==> src/rtl/core/ltpe_pkg.sv <==
// ----------------------------------------------------------------------------
// ltpe_pkg
// Shared types and constants for the line-table program encoder: field
// widths, opcodes, line-program byte codes and the item control bundle.
// ----------------------------------------------------------------------------
`default_nettype none

package ltpe_pkg;

    // fixed field widths of the channels
    localparam int OPCODE_W  = 2;
    localparam int OFFSET_W  = 32;
    localparam int LINENUM_W = 24;
    localparam int BYTE_W    = 8;

    // default state widths
    localparam int ADDR_BITS_DEF = 32;
    localparam int LINE_BITS_DEF = 24;

    // address deltas are encoded as 64-bit wrapped values
    localparam int ULEB_W = 64;

    // byte counter for the fixed sequences
    localparam int CNT_W          = 4;
    localparam int START_LEN      = 11;
    localparam int START_ADDR_IDX = 3;
    localparam int END_LEN        = 3;

    // line-program byte codes
    localparam logic [BYTE_W-1:0] LNE_ESCAPE      = 8'h00;
    localparam logic [BYTE_W-1:0] LNE_SET_ADDR_LN = 8'h09;
    localparam logic [BYTE_W-1:0] LNE_SET_ADDRESS = 8'h02;
    localparam logic [BYTE_W-1:0] LNE_END_LEN     = 8'h01;
    localparam logic [BYTE_W-1:0] LNE_END_SEQ     = 8'h01;
    localparam logic [BYTE_W-1:0] LNS_COPY        = 8'h01;
    localparam logic [BYTE_W-1:0] LNS_ADVANCE_PC  = 8'h02;
    localparam logic [BYTE_W-1:0] LNS_ADVANCE_LN  = 8'h03;
    localparam logic [BYTE_W-1:0] ZERO_BYTE       = 8'h00;

    // item opcodes
    typedef enum logic [OPCODE_W-1:0] {
        OP_START = 2'd0,
        OP_ROW   = 2'd1,
        OP_END   = 2'd2,
        OP_NONE  = 2'd3
    } opcode_t;

    // control part of a pre-computed item
    typedef struct packed {
        opcode_t op;
        logic    line_chg;
        logic    pc_chg;
    } item_ctrl_t;

endpackage

`default_nettype wire

==> src/rtl/core/ltpe_delta.sv <==
// ----------------------------------------------------------------------------
// ltpe_delta
// Input register stage: takes a transaction, works out the line and address
// deltas against the held state, updates the state and holds the item.
// ----------------------------------------------------------------------------
`default_nettype none

module ltpe_delta #(
    parameter int ADDR_BITS = ltpe_pkg::ADDR_BITS_DEF,
    parameter int LINE_BITS = ltpe_pkg::LINE_BITS_DEF
) (
    input  logic                              aclk,
    input  logic                              aresetn,
    input  logic                              s_valid,
    output logic                              s_ready,
    input  logic [ltpe_pkg::OPCODE_W-1:0]     s_opcode,
    input  logic [ltpe_pkg::OFFSET_W-1:0]     s_code_offset,
    input  logic [ltpe_pkg::LINENUM_W-1:0]    s_line_number,
    output logic                              item_valid,
    input  logic                              item_ready,
    output ltpe_pkg::item_ctrl_t              item_ctrl,
    output logic signed [LINE_BITS:0]         item_line_delta,
    output logic [ltpe_pkg::ULEB_W-1:0]       item_pc_delta
);
    import ltpe_pkg::*;

    logic [ADDR_BITS-1:0]      cur_addr_reg, cur_addr_next;
    logic [LINE_BITS-1:0]      cur_line_reg, cur_line_next;
    logic                      item_valid_reg, item_valid_next;
    item_ctrl_t                item_ctrl_reg;
    logic signed [LINE_BITS:0] item_line_delta_reg;
    logic [ULEB_W-1:0]         item_pc_delta_reg;

    opcode_t                   op_in;
    logic [ADDR_BITS-1:0]      addr_in;
    logic [LINE_BITS-1:0]      line_in;
    logic signed [LINE_BITS:0] line_diff;
    logic signed [ADDR_BITS:0] addr_diff;
    logic [ULEB_W-1:0]         addr_diff_ext;
    logic                      line_chg;
    logic                      pc_chg;
    logic                      s_fire;

    // field extraction and deltas against the held state
    assign op_in         = opcode_t'(s_opcode);
    assign addr_in       = ADDR_BITS'(s_code_offset);
    assign line_in       = LINE_BITS'(s_line_number);
    assign line_diff     = signed'({1'b0, line_in}) - signed'({1'b0, cur_line_reg});
    assign addr_diff     = signed'({1'b0, addr_in}) - signed'({1'b0, cur_addr_reg});
    assign addr_diff_ext = ULEB_W'(addr_diff);
    assign line_chg      = (line_in != cur_line_reg);
    assign pc_chg        = (addr_in != cur_addr_reg);

    assign s_ready = !item_valid_reg || item_ready;
    assign s_fire  = s_valid && s_ready;

    // state update on each accepted transaction
    always_comb begin
        cur_addr_next = cur_addr_reg;
        cur_line_next = cur_line_reg;
        if (s_fire) begin
            case (op_in)
                OP_START: begin
                    cur_addr_next = addr_in;
                    cur_line_next = LINE_BITS'(1);
                end
                OP_ROW: begin
                    cur_addr_next = addr_in;
                    cur_line_next = line_in;
                end
                OP_END: begin
                    cur_addr_next = addr_in;
                end
                default: begin
                    cur_addr_next = cur_addr_reg;
                end
            endcase
        end
    end

    // item holding register, unused opcode leaves nothing behind
    always_comb begin
        if (s_fire) begin
            item_valid_next = (op_in != OP_NONE);
        end else if (item_ready) begin
            item_valid_next = 1'b0;
        end else begin
            item_valid_next = item_valid_reg;
        end
    end

    always_ff @(posedge aclk) begin
        if (!aresetn) begin
            cur_addr_reg   <= '0;
            cur_line_reg   <= LINE_BITS'(1);
            item_valid_reg <= 1'b0;
        end else begin
            cur_addr_reg   <= cur_addr_next;
            cur_line_reg   <= cur_line_next;
            item_valid_reg <= item_valid_next;
        end
    end

    // payload needs no reset
    always_ff @(posedge aclk) begin
        if (s_fire) begin
            item_ctrl_reg.op       <= op_in;
            item_ctrl_reg.line_chg <= line_chg;
            item_ctrl_reg.pc_chg   <= pc_chg;
            item_line_delta_reg    <= line_diff;
            item_pc_delta_reg      <= addr_diff_ext;
        end
    end

    assign item_valid      = item_valid_reg;
    assign item_ctrl       = item_ctrl_reg;
    assign item_line_delta = item_line_delta_reg;
    assign item_pc_delta   = item_pc_delta_reg;

`ifndef SYNTHESIS
    // a start transaction resets the current line
    a_start_line: assert property (@(posedge aclk) disable iff (!aresetn)
        s_fire && (op_in == OP_START) |=> cur_line_reg == LINE_BITS'(1))
        else $error("current line not reset by start");

    // a real opcode always leaves an item behind
    a_item_held: assert property (@(posedge aclk) disable iff (!aresetn)
        s_fire && (op_in != OP_NONE) |=> item_valid_reg)
        else $error("accepted item lost");

    // a held item keeps its deltas until the emitter takes it
    a_item_stable: assert property (@(posedge aclk) disable iff (!aresetn)
        item_valid_reg && !item_ready |=>
            item_valid_reg && $stable(item_pc_delta_reg) && $stable(item_line_delta_reg))
        else $error("held item changed before being taken");
`endif

endmodule

`default_nettype wire

==> src/rtl/core/ltpe_emit.sv <==
// ----------------------------------------------------------------------------
// ltpe_emit
// Byte sequencer with output register: walks one item's opcode bytes and LEB128
// groups one byte per cycle unless stalled; the last byte loads the next item.
// ----------------------------------------------------------------------------
`default_nettype none

module ltpe_emit #(
    parameter int LINE_BITS = ltpe_pkg::LINE_BITS_DEF
) (
    input  logic                          aclk,
    input  logic                          aresetn,
    input  logic                          item_valid,
    output logic                          item_ready,
    input  ltpe_pkg::item_ctrl_t          item_ctrl,
    input  logic signed [LINE_BITS:0]     item_line_delta,
    input  logic [ltpe_pkg::ULEB_W-1:0]   item_pc_delta,
    output logic                          m_valid,
    input  logic                          m_ready,
    output logic [ltpe_pkg::BYTE_W-1:0]   m_out_byte,
    output logic                          m_reloc_start,
    output logic                          m_last
);
    import ltpe_pkg::*;

    typedef enum logic [7:0] {
        PH_IDLE     = 8'b0000_0001,
        PH_START    = 8'b0000_0010,
        PH_LINE_OP  = 8'b0000_0100,
        PH_LINE_VAL = 8'b0000_1000,
        PH_PC_OP    = 8'b0001_0000,
        PH_PC_VAL   = 8'b0010_0000,
        PH_COPY     = 8'b0100_0000,
        PH_END      = 8'b1000_0000
    } phase_t;

    phase_t                    phase_reg, phase_next;
    logic [CNT_W-1:0]          cnt_reg, cnt_next;
    logic signed [LINE_BITS:0] sleb_reg, sleb_next;
    logic [ULEB_W-1:0]         uleb_reg, uleb_next;
    logic                      row_reg, row_next;
    logic                      pc_chg_reg, pc_chg_next;
    logic                      m_valid_reg, m_valid_next;
    logic [BYTE_W-1:0]         m_out_byte_reg;
    logic                      m_reloc_start_reg;
    logic                      m_last_reg;

    logic                      advance;
    logic signed [LINE_BITS:0] sleb_shift;
    logic                      sleb_done;
    logic [ULEB_W-1:0]         uleb_shift;
    logic                      uleb_done;
    logic [BYTE_W-1:0]         byte_val;
    logic                      byte_reloc;
    logic                      byte_last;

    // a byte moves whenever the output register is free or being drained
    assign advance = (phase_reg != PH_IDLE) && (!m_valid_reg || m_ready);

    // leb128 group termination
    assign sleb_shift = sleb_reg >>> 7;
    assign sleb_done  = ((sleb_shift == '0) && !sleb_reg[6]) ||
                        ((sleb_shift == '1) && sleb_reg[6]);
    assign uleb_shift = uleb_reg >> 7;
    assign uleb_done  = (uleb_shift == '0);

    // byte of the current phase
    always_comb begin
        byte_val   = ZERO_BYTE;
        byte_reloc = 1'b0;
        byte_last  = 1'b0;
        case (phase_reg)
            PH_START: begin
                case (cnt_reg)
                    CNT_W'(0): byte_val = LNE_ESCAPE;
                    CNT_W'(1): byte_val = LNE_SET_ADDR_LN;
                    CNT_W'(2): byte_val = LNE_SET_ADDRESS;
                    default:   byte_val = ZERO_BYTE;
                endcase
                byte_reloc = (cnt_reg == CNT_W'(START_ADDR_IDX));
                byte_last  = (cnt_reg == CNT_W'(START_LEN - 1));
            end
            PH_LINE_OP: byte_val = LNS_ADVANCE_LN;
            PH_LINE_VAL: byte_val = {!sleb_done, sleb_reg[6:0]};
            PH_PC_OP: byte_val = LNS_ADVANCE_PC;
            PH_PC_VAL: byte_val = {!uleb_done, uleb_reg[6:0]};
            PH_COPY: begin
                byte_val  = LNS_COPY;
                byte_last = 1'b1;
            end
            PH_END: begin
                case (cnt_reg)
                    CNT_W'(0): byte_val = LNE_ESCAPE;
                    CNT_W'(1): byte_val = LNE_END_LEN;
                    default:   byte_val = LNE_END_SEQ;
                endcase
                byte_last = (cnt_reg == CNT_W'(END_LEN - 1));
            end
            default: byte_val = ZERO_BYTE;
        endcase
    end

    assign item_ready = (phase_reg == PH_IDLE) || (advance && byte_last);

    // phase sequencing and next-item load
    always_comb begin
        phase_next  = phase_reg;
        cnt_next    = cnt_reg;
        sleb_next   = sleb_reg;
        uleb_next   = uleb_reg;
        row_next    = row_reg;
        pc_chg_next = pc_chg_reg;

        if (advance) begin
            case (phase_reg)
                PH_START: cnt_next = cnt_reg + CNT_W'(1);
                PH_LINE_OP: phase_next = PH_LINE_VAL;
                PH_LINE_VAL: begin
                    sleb_next = sleb_shift;
                    if (sleb_done) begin
                        phase_next = pc_chg_reg ? PH_PC_OP : PH_COPY;
                    end
                end
                PH_PC_OP: phase_next = PH_PC_VAL;
                PH_PC_VAL: begin
                    uleb_next = uleb_shift;
                    if (uleb_done) begin
                        phase_next = row_reg ? PH_COPY : PH_END;
                        cnt_next   = '0;
                    end
                end
                PH_END: cnt_next = cnt_reg + CNT_W'(1);
                default: phase_next = phase_reg;
            endcase
        end

        if (item_ready) begin
            if (item_valid) begin
                sleb_next   = item_line_delta;
                uleb_next   = item_pc_delta;
                cnt_next    = '0;
                row_next    = (item_ctrl.op == OP_ROW);
                pc_chg_next = item_ctrl.pc_chg;
                case (item_ctrl.op)
                    OP_START: phase_next = PH_START;
                    OP_ROW: begin
                        if (item_ctrl.line_chg) begin
                            phase_next = PH_LINE_OP;
                        end else if (item_ctrl.pc_chg) begin
                            phase_next = PH_PC_OP;
                        end else begin
                            phase_next = PH_COPY;
                        end
                    end
                    OP_END: phase_next = item_ctrl.pc_chg ? PH_PC_OP : PH_END;
                    default: phase_next = PH_IDLE;
                endcase
            end else begin
                phase_next = PH_IDLE;
            end
        end
    end

    // output register valid
    always_comb begin
        if (advance) begin
            m_valid_next = 1'b1;
        end else if (m_ready) begin
            m_valid_next = 1'b0;
        end else begin
            m_valid_next = m_valid_reg;
        end
    end

    always_ff @(posedge aclk) begin
        if (!aresetn) begin
            phase_reg   <= PH_IDLE;
            m_valid_reg <= 1'b0;
        end else begin
            phase_reg   <= phase_next;
            m_valid_reg <= m_valid_next;
        end
    end

    // working values and output payload
    always_ff @(posedge aclk) begin
        cnt_reg    <= cnt_next;
        sleb_reg   <= sleb_next;
        uleb_reg   <= uleb_next;
        row_reg    <= row_next;
        pc_chg_reg <= pc_chg_next;
        if (advance) begin
            m_out_byte_reg    <= byte_val;
            m_reloc_start_reg <= byte_reloc;
            m_last_reg        <= byte_last;
        end
    end

    assign m_valid       = m_valid_reg;
    assign m_out_byte    = m_out_byte_reg;
    assign m_reloc_start = m_reloc_start_reg;
    assign m_last        = m_last_reg;

`ifndef SYNTHESIS
    // the relocated address starts with a zero byte and never ends an item
    a_reloc_byte: assert property (@(posedge aclk) disable iff (!aresetn)
        m_valid_reg && m_reloc_start_reg |-> (m_out_byte_reg == ZERO_BYTE) && !m_last_reg)
        else $error("relocation mark on a wrong byte");

    // every item closes with copy, the end-of-sequence code or the last address byte
    a_last_byte: assert property (@(posedge aclk) disable iff (!aresetn)
        m_valid_reg && m_last_reg |->
            (m_out_byte_reg == LNS_COPY) || (m_out_byte_reg == ZERO_BYTE))
        else $error("unexpected final byte of a transaction");

    // a loaded item is always worked on
    a_load_busy: assert property (@(posedge aclk) disable iff (!aresetn)
        item_ready && item_valid |=> phase_reg != PH_IDLE)
        else $error("item taken but sequencer idle");
`endif

endmodule

`default_nettype wire

==> src/rtl/core/line_table_program_encoder_core.sv <==
// ----------------------------------------------------------------------------
// line_table_program_encoder_core
// Line-number program encoder: opcode-marked items in, program bytes out.
// ----------------------------------------------------------------------------
// Usage
//   s_ channel: one transaction per item (opcode, code_offset, line_number).
//   m_ channel: one transaction per program byte; m_last marks the final byte
//   of an item and m_reloc_start the first of the eight address bytes.
//   Opcode 3 is accepted and dropped without any output.
// Latency: an item goes through the held item register and the sequencer
//   phase register into the output register when the sequencer is free.
// Throughput: one byte per cycle while the receiver does not stall; an item
//   produces 11 bytes for start, 1 to 17 for a row, 3 to 14 for end; the byte
//   sequencer with its single output register sets this rate.
// The next item is accepted while the current one is still being sent.
// Reset (aresetn low, synchronous): current address 0, current line 1, both
//   channels empty.
// Receiver stall: the output byte holds, the sequencer pauses, and input is
//   back-pressured once the held item register is full.
// ----------------------------------------------------------------------------
`default_nettype none

module line_table_program_encoder_core #(
    parameter int ADDR_BITS = ltpe_pkg::ADDR_BITS_DEF,
    parameter int LINE_BITS = ltpe_pkg::LINE_BITS_DEF
) (
    input  logic                           aclk,
    input  logic                           aresetn,
    input  logic                           s_valid,
    output logic                           s_ready,
    input  logic [ltpe_pkg::OPCODE_W-1:0]  s_opcode,
    input  logic [ltpe_pkg::OFFSET_W-1:0]  s_code_offset,
    input  logic [ltpe_pkg::LINENUM_W-1:0] s_line_number,
    output logic                           m_valid,
    input  logic                           m_ready,
    output logic [ltpe_pkg::BYTE_W-1:0]    m_out_byte,
    output logic                           m_reloc_start,
    output logic                           m_last
);
    import ltpe_pkg::*;

    logic                      item_valid;
    logic                      item_ready;
    item_ctrl_t                item_ctrl;
    logic signed [LINE_BITS:0] item_line_delta;
    logic [ULEB_W-1:0]         item_pc_delta;

    // input register and delta computation
    ltpe_delta #(
        .ADDR_BITS (ADDR_BITS),
        .LINE_BITS (LINE_BITS)
    ) u_delta (
        .aclk            (aclk),
        .aresetn         (aresetn),
        .s_valid         (s_valid),
        .s_ready         (s_ready),
        .s_opcode        (s_opcode),
        .s_code_offset   (s_code_offset),
        .s_line_number   (s_line_number),
        .item_valid      (item_valid),
        .item_ready      (item_ready),
        .item_ctrl       (item_ctrl),
        .item_line_delta (item_line_delta),
        .item_pc_delta   (item_pc_delta)
    );

    // byte sequencer and output register
    ltpe_emit #(
        .LINE_BITS (LINE_BITS)
    ) u_emit (
        .aclk            (aclk),
        .aresetn         (aresetn),
        .item_valid      (item_valid),
        .item_ready      (item_ready),
        .item_ctrl       (item_ctrl),
        .item_line_delta (item_line_delta),
        .item_pc_delta   (item_pc_delta),
        .m_valid         (m_valid),
        .m_ready         (m_ready),
        .m_out_byte      (m_out_byte),
        .m_reloc_start   (m_reloc_start),
        .m_last          (m_last)
    );

endmodule

`default_nettype wire

==> config.mk <==
export PLATFORM = sky130hd
export DESIGN_NAME = line_table_program_encoder_core
export DESIGN_NICKNAME = d
export VERILOG_FILES = /design/src/rtl/core/ltpe_pkg.sv /design/src/rtl/core/ltpe_delta.sv /design/src/rtl/core/ltpe_emit.sv /design/src/rtl/core/line_table_program_encoder_core.sv
export SDC_FILE = /design/constraint.sdc
export NUM_CORES = 1
export LEC_CHECK = 0
export BUFFER_PORTS_ARGS = -buffer_cell sky130_fd_sc_hd__buf_2
export CORE_MARGIN = 2
export CORE_UTILIZATION = 30
export DETAILED_ROUTE_END_ITERATION = 10
export PLACE_DENSITY = 0.53
export SYNTH_ARGS = -nofsm -noshare
export SYNTH_HDL_FRONTEND = slang
export SYNTH_SLANG_ARGS = --single-unit
==> constraint.sdc <==
create_clock -name aclk -period 3.4 [get_ports aclk]
set_clock_uncertainty 0.05 [all_clocks]
set_input_delay 0.51 -clock aclk [delete_from_list [all_inputs] [get_ports aclk]]
set_output_delay 0.51 -clock aclk [all_outputs]
set_load 0.02 [all_outputs]
==> metrics.md <==
| Metric | Value |
|---|---|
| Status | `completed` |
| Max_slew headroom | `0.2734` |
| Data arrival, critical path | `~2.7 ns` |
| EDFF count, synth | `75` |
| IO Port Bufs | `73` |
| HP Start | `s_code_offset[30]` |
| Largest net degree at the start of global routing | `91` |
| Starting Density | `0.3023` |
| Dominant cells by area after synthesis | `dfxtp_1, edfxtp_1, nand2_1, ha_1, a31oi_1` |
| Via density | `roughly 4.9` |
| HP Class | `primary input to flip-flop` |
| Syn Inst Count | `~1400` |
| Placer congestion estimate | `between 0.8 and 0.9` |
| Power per standard cell area | `689.9 nW/um^2` |
| CP required | `around 2.8 ns` |
| Worst-path clk slew | `0.06 ns` |
| Routed wire length | `~30000 um` |
| Final instance area | `roughly 14000 sq um` |
| CP startpoint kind | `flip-flop` |
| Remaining antenna violation count after routing | `0` |
| Mapped Area | `approximately 12000 sq um` |
| Syn_nets | `about 1500` |
| Final setup vio count | `0` |
| Max reg flops | `64` |
| Core Rows | `73` |
| CTS tree | `yes` |
| # IOs | `between 70 and 80` |
| Max Slew Vio Count | `0` |
| Antenna violations before repair | `2` |
| Launch point of the worst path | `u_emit.phase_reg[0]$_SDFFE_PN1P_` |
| Clock Tree Root | `clkbuf_16` |
| Vias in the first global route | `slightly above 9000` |
| Unrepaired setup endpoints after global routing | `no` |
| Max-capacitance violation count | `0` |
| Worst Path Max Fanout | `8` |
| Avg Cell Area, Syn | `between 8 and 9 sq um` |
| Total Die Area | `41460 sq um` |
| Yosys top cell by area | `dfxtp_1` |
| Final #Nets | `roughly 1500` |
| Dpl hpwl | `21440 um` |
| Slew @ Worst Pin | `roughly 1.1 ns` |
| GRT Total Usage | `0.1429` |
| Share of cells above drive strength 1 | `0.1040` |
| #FFs+latches synth | `233` |
| Synth top area share | `0.2646` |
| Worst r2r src | `u_emit.phase_reg[0]$_SDFFE_PN1P_` |
| Fin util | `0.3490` |
| 1st-iter DRT viols | `685` |
| GR Overflow Total | `0` |
| R2R Setup Slk | `about 0.43 ns` |
| Pleak | `approximately 5.5 nW` |
| Netlist cell types | `just over 70` |
| Endpoint class of the critical path | `output pin` |
| CP endpoint | `s_ready` |
| # resized after CTS | `0` |
| Fin crit share | `0.9619` |
| FF-to-FF End | `u_emit.uleb_reg[60]$_DFF_P_` |
| Global-route wire length before repair | `between 40000 and 50000 um` |
| Final Hold Viols | `0` |
| Filler cells | `just over 4000` |
| Clock sink total | `roughly 230` |
| Buffers from clock root to sink, at most | `3` |
| Worst-skew pair later-pin latency | `0.56 ns` |
| Seq/Total Area, Yosys | `0.4530` |
| Layout area overhead | `15.45%` |
| Placed Area | `between 10000 and 15000 sq um` |
| H-tree Lvls | `1` |
| DRC viols | `0` |
| Die X | `~200 um` |
| Ys Warns | `0` |
| TritonCTS buffer count | `27` |
| Setup TNS | `0 ns` |
| Post-synth top flop | `dfxtp_1` |
| Total number of vias | `~9700` |
| Fmax | `a little over 0.3 GHz` |
| Post-synth ARST share | `0` |
| Max VDD drop | `0.0003802 V` |
| R2R depth | `10` |
| Post-CTS Hold Buffers | `0` |
| First drt pass iteration count | `8` |
| Setup Buffers After CTS | `0` |
| WS Path Type | `flip-flop to output pin` |
| Mean routed wirelength per cell | `~15 um` |
| Die Y | `roughly 200 um` |
| Core area | `39550 sq um` |
| Period minus WS final | `about 3.3 ns` |
[metrics by stage]
| stage | power (mW) | instances | setup WS (ns) | hold slack, ns |
|---|---|---|---|---|
| detailed placement | 6.661 | 1919 | 0.2017 | 0.3834 |
| CTS | 9.621 | 1968 | 0.1292 | 0.1248 |
| floorplan | 5.899 | 1373 | 0.1095 | 0.3503 |
| global placement | 6.617 | 1919 | 0.2124 | 0.3812 |
| finish | 9.521 | 1969 | 0.1295 | 0.1465 |
| global route | 10.13 | 1968 | 0.05402 | 0.1355 |
[area by class of cell]
class / count / area [sq um] / share of cell area
multi-input cells: 983 / 5923 / 0.4292
flip-flops and latches: 233 / 5415 / 0.3924
clock buffers: 40 / 797.0 / 0.05775
well taps: 525 / 656.9 / 0.04760
repair buffers: 93 / 590.6 / 0.04279
inverters: 85 / 319.1 / 0.02312
clock inverters: 9 / 96.34 / 0.006981
diodes: 1 / 2.502 / 0.0001813
[layout by cell type (no fill, tap or decap), types with 4 or more instances in the layout]
cell,Yosys,final
nand2_1,286,286
dfxtp_1,158,158
inv_1,82,82
nor2_1,81,81
edfxtp_1,75,75
buf_2,18,73
a31oi_1,72,72
ha_1,60,60
a21oi_1,60,59
a21boi_1,57,57
o21ai_0,48,48
nand3_1,39,39
a21o_1,34,34
xnor2_1,32,32
clkbuf_16,0,29
nand4_1,21,21
nor4_1,21,21
mux2i_1,19,19
xor2_1,14,14
buf_4,1,14
nor3_1,11,11
nand2b_1,10,9
and2_1,9,8
nor2b_1,8,8
o21bai_1,8,8
clkbuf_1,52,8
o21a_1,7,7
o21ai_1,7,7
o211ai_1,6,6
and3_1,6,6
buf_12,0,6
nand3b_1,5,5
a211oi_1,4,4
a22o_1,4,4
[power by group]
group | total [mW] | internal (mW) | switching [mW]
combinational | 2.24 | 0.929 | 1.32
clock | 2.91 | 1.71 | 1.20
sequential | 4.37 | 3.78 | 0.588
[metal layers]
layer	GRT usage	wire, um	vias to the layer above
met5	0	7	-
met4	0.03780	536	2
met3	0.01950	1523	40
met2	0.2168	12720	217
met1	0.2117	15090	4570
li1	-	-	4917
[logic make-up (layout without fill, tap and decap cells)]
logic type,after synthesis,in the layout,synth area share
AO/OA/AOI/OAI,341,341,0.1874
XOR/XNOR,46,46,0.03370
adder cells (fa/ha/maj),62,62,0.06615
buffers and inverters,157,227,0.05213
flip-flops,233,233,0.4530
multiplexers,19,19,0.01591
other,0,1,0
AND/OR/NAND/NOR,515,515,0.1918
[how the worst min path moves through the flow]
stage / endpoint / slack [ns] / cells past startpoint
2_1_floorplan: u_emit.sleb_reg[24]$_DFFE_PP_ / 0.35 / 0
3_3_place_gp: u_emit.sleb_reg[15]$_DFF_P_ / 0.38 / 2
3_5_place_dp: u_emit.sleb_reg[1]$_DFF_P_ / 0.38 / 2
4_1_cts: u_delta.cur_addr_reg[26]$_SDFFE_PN0P_ / 0.12 / 3
5_1_grt: u_delta.cur_addr_reg[30]$_SDFFE_PN0P_ / 0.14 / 3
6_report: u_delta.cur_addr_reg[30]$_SDFFE_PN0P_ / 0.15 / 3
[cell usage after synthesis (3+ instances only)]
cell,count
or3_1,3
inv_2,3
xor2_1,14
nand3_1,39
nor3_1,11
nand3b_1,5
nor2_1,81
and2_1,9
xnor2_1,32
a21o_1,34
o211ai_1,6
edfxtp_1,75
o21ai_0,48
clkbuf_1,52
a21oi_1,60
a21boi_1,57
a211oi_1,4
o21bai_1,8
ha_1,60
o32ai_1,3
mux2i_1,19
a221oi_1,3
nor2b_1,8
dfxtp_1,158
nand2b_1,10
inv_1,82
a31oi_1,72
nand4_1,21
nor4_1,21
a22o_1,4
o21ai_1,7
and3_1,6
nand2_1,286
o21a_1,7
buf_2,18
[worst max-delay path, stage by stage (launching register included)]
cell and delay, ns:
dfxtp_1 0.39, nor4_2 0.45, nand4_1 0.22, o32a_1 0.41, o211ai_2 0.31, buf_4 0.20, buf_2 0.16
Power figures use the tool's default switching activity.
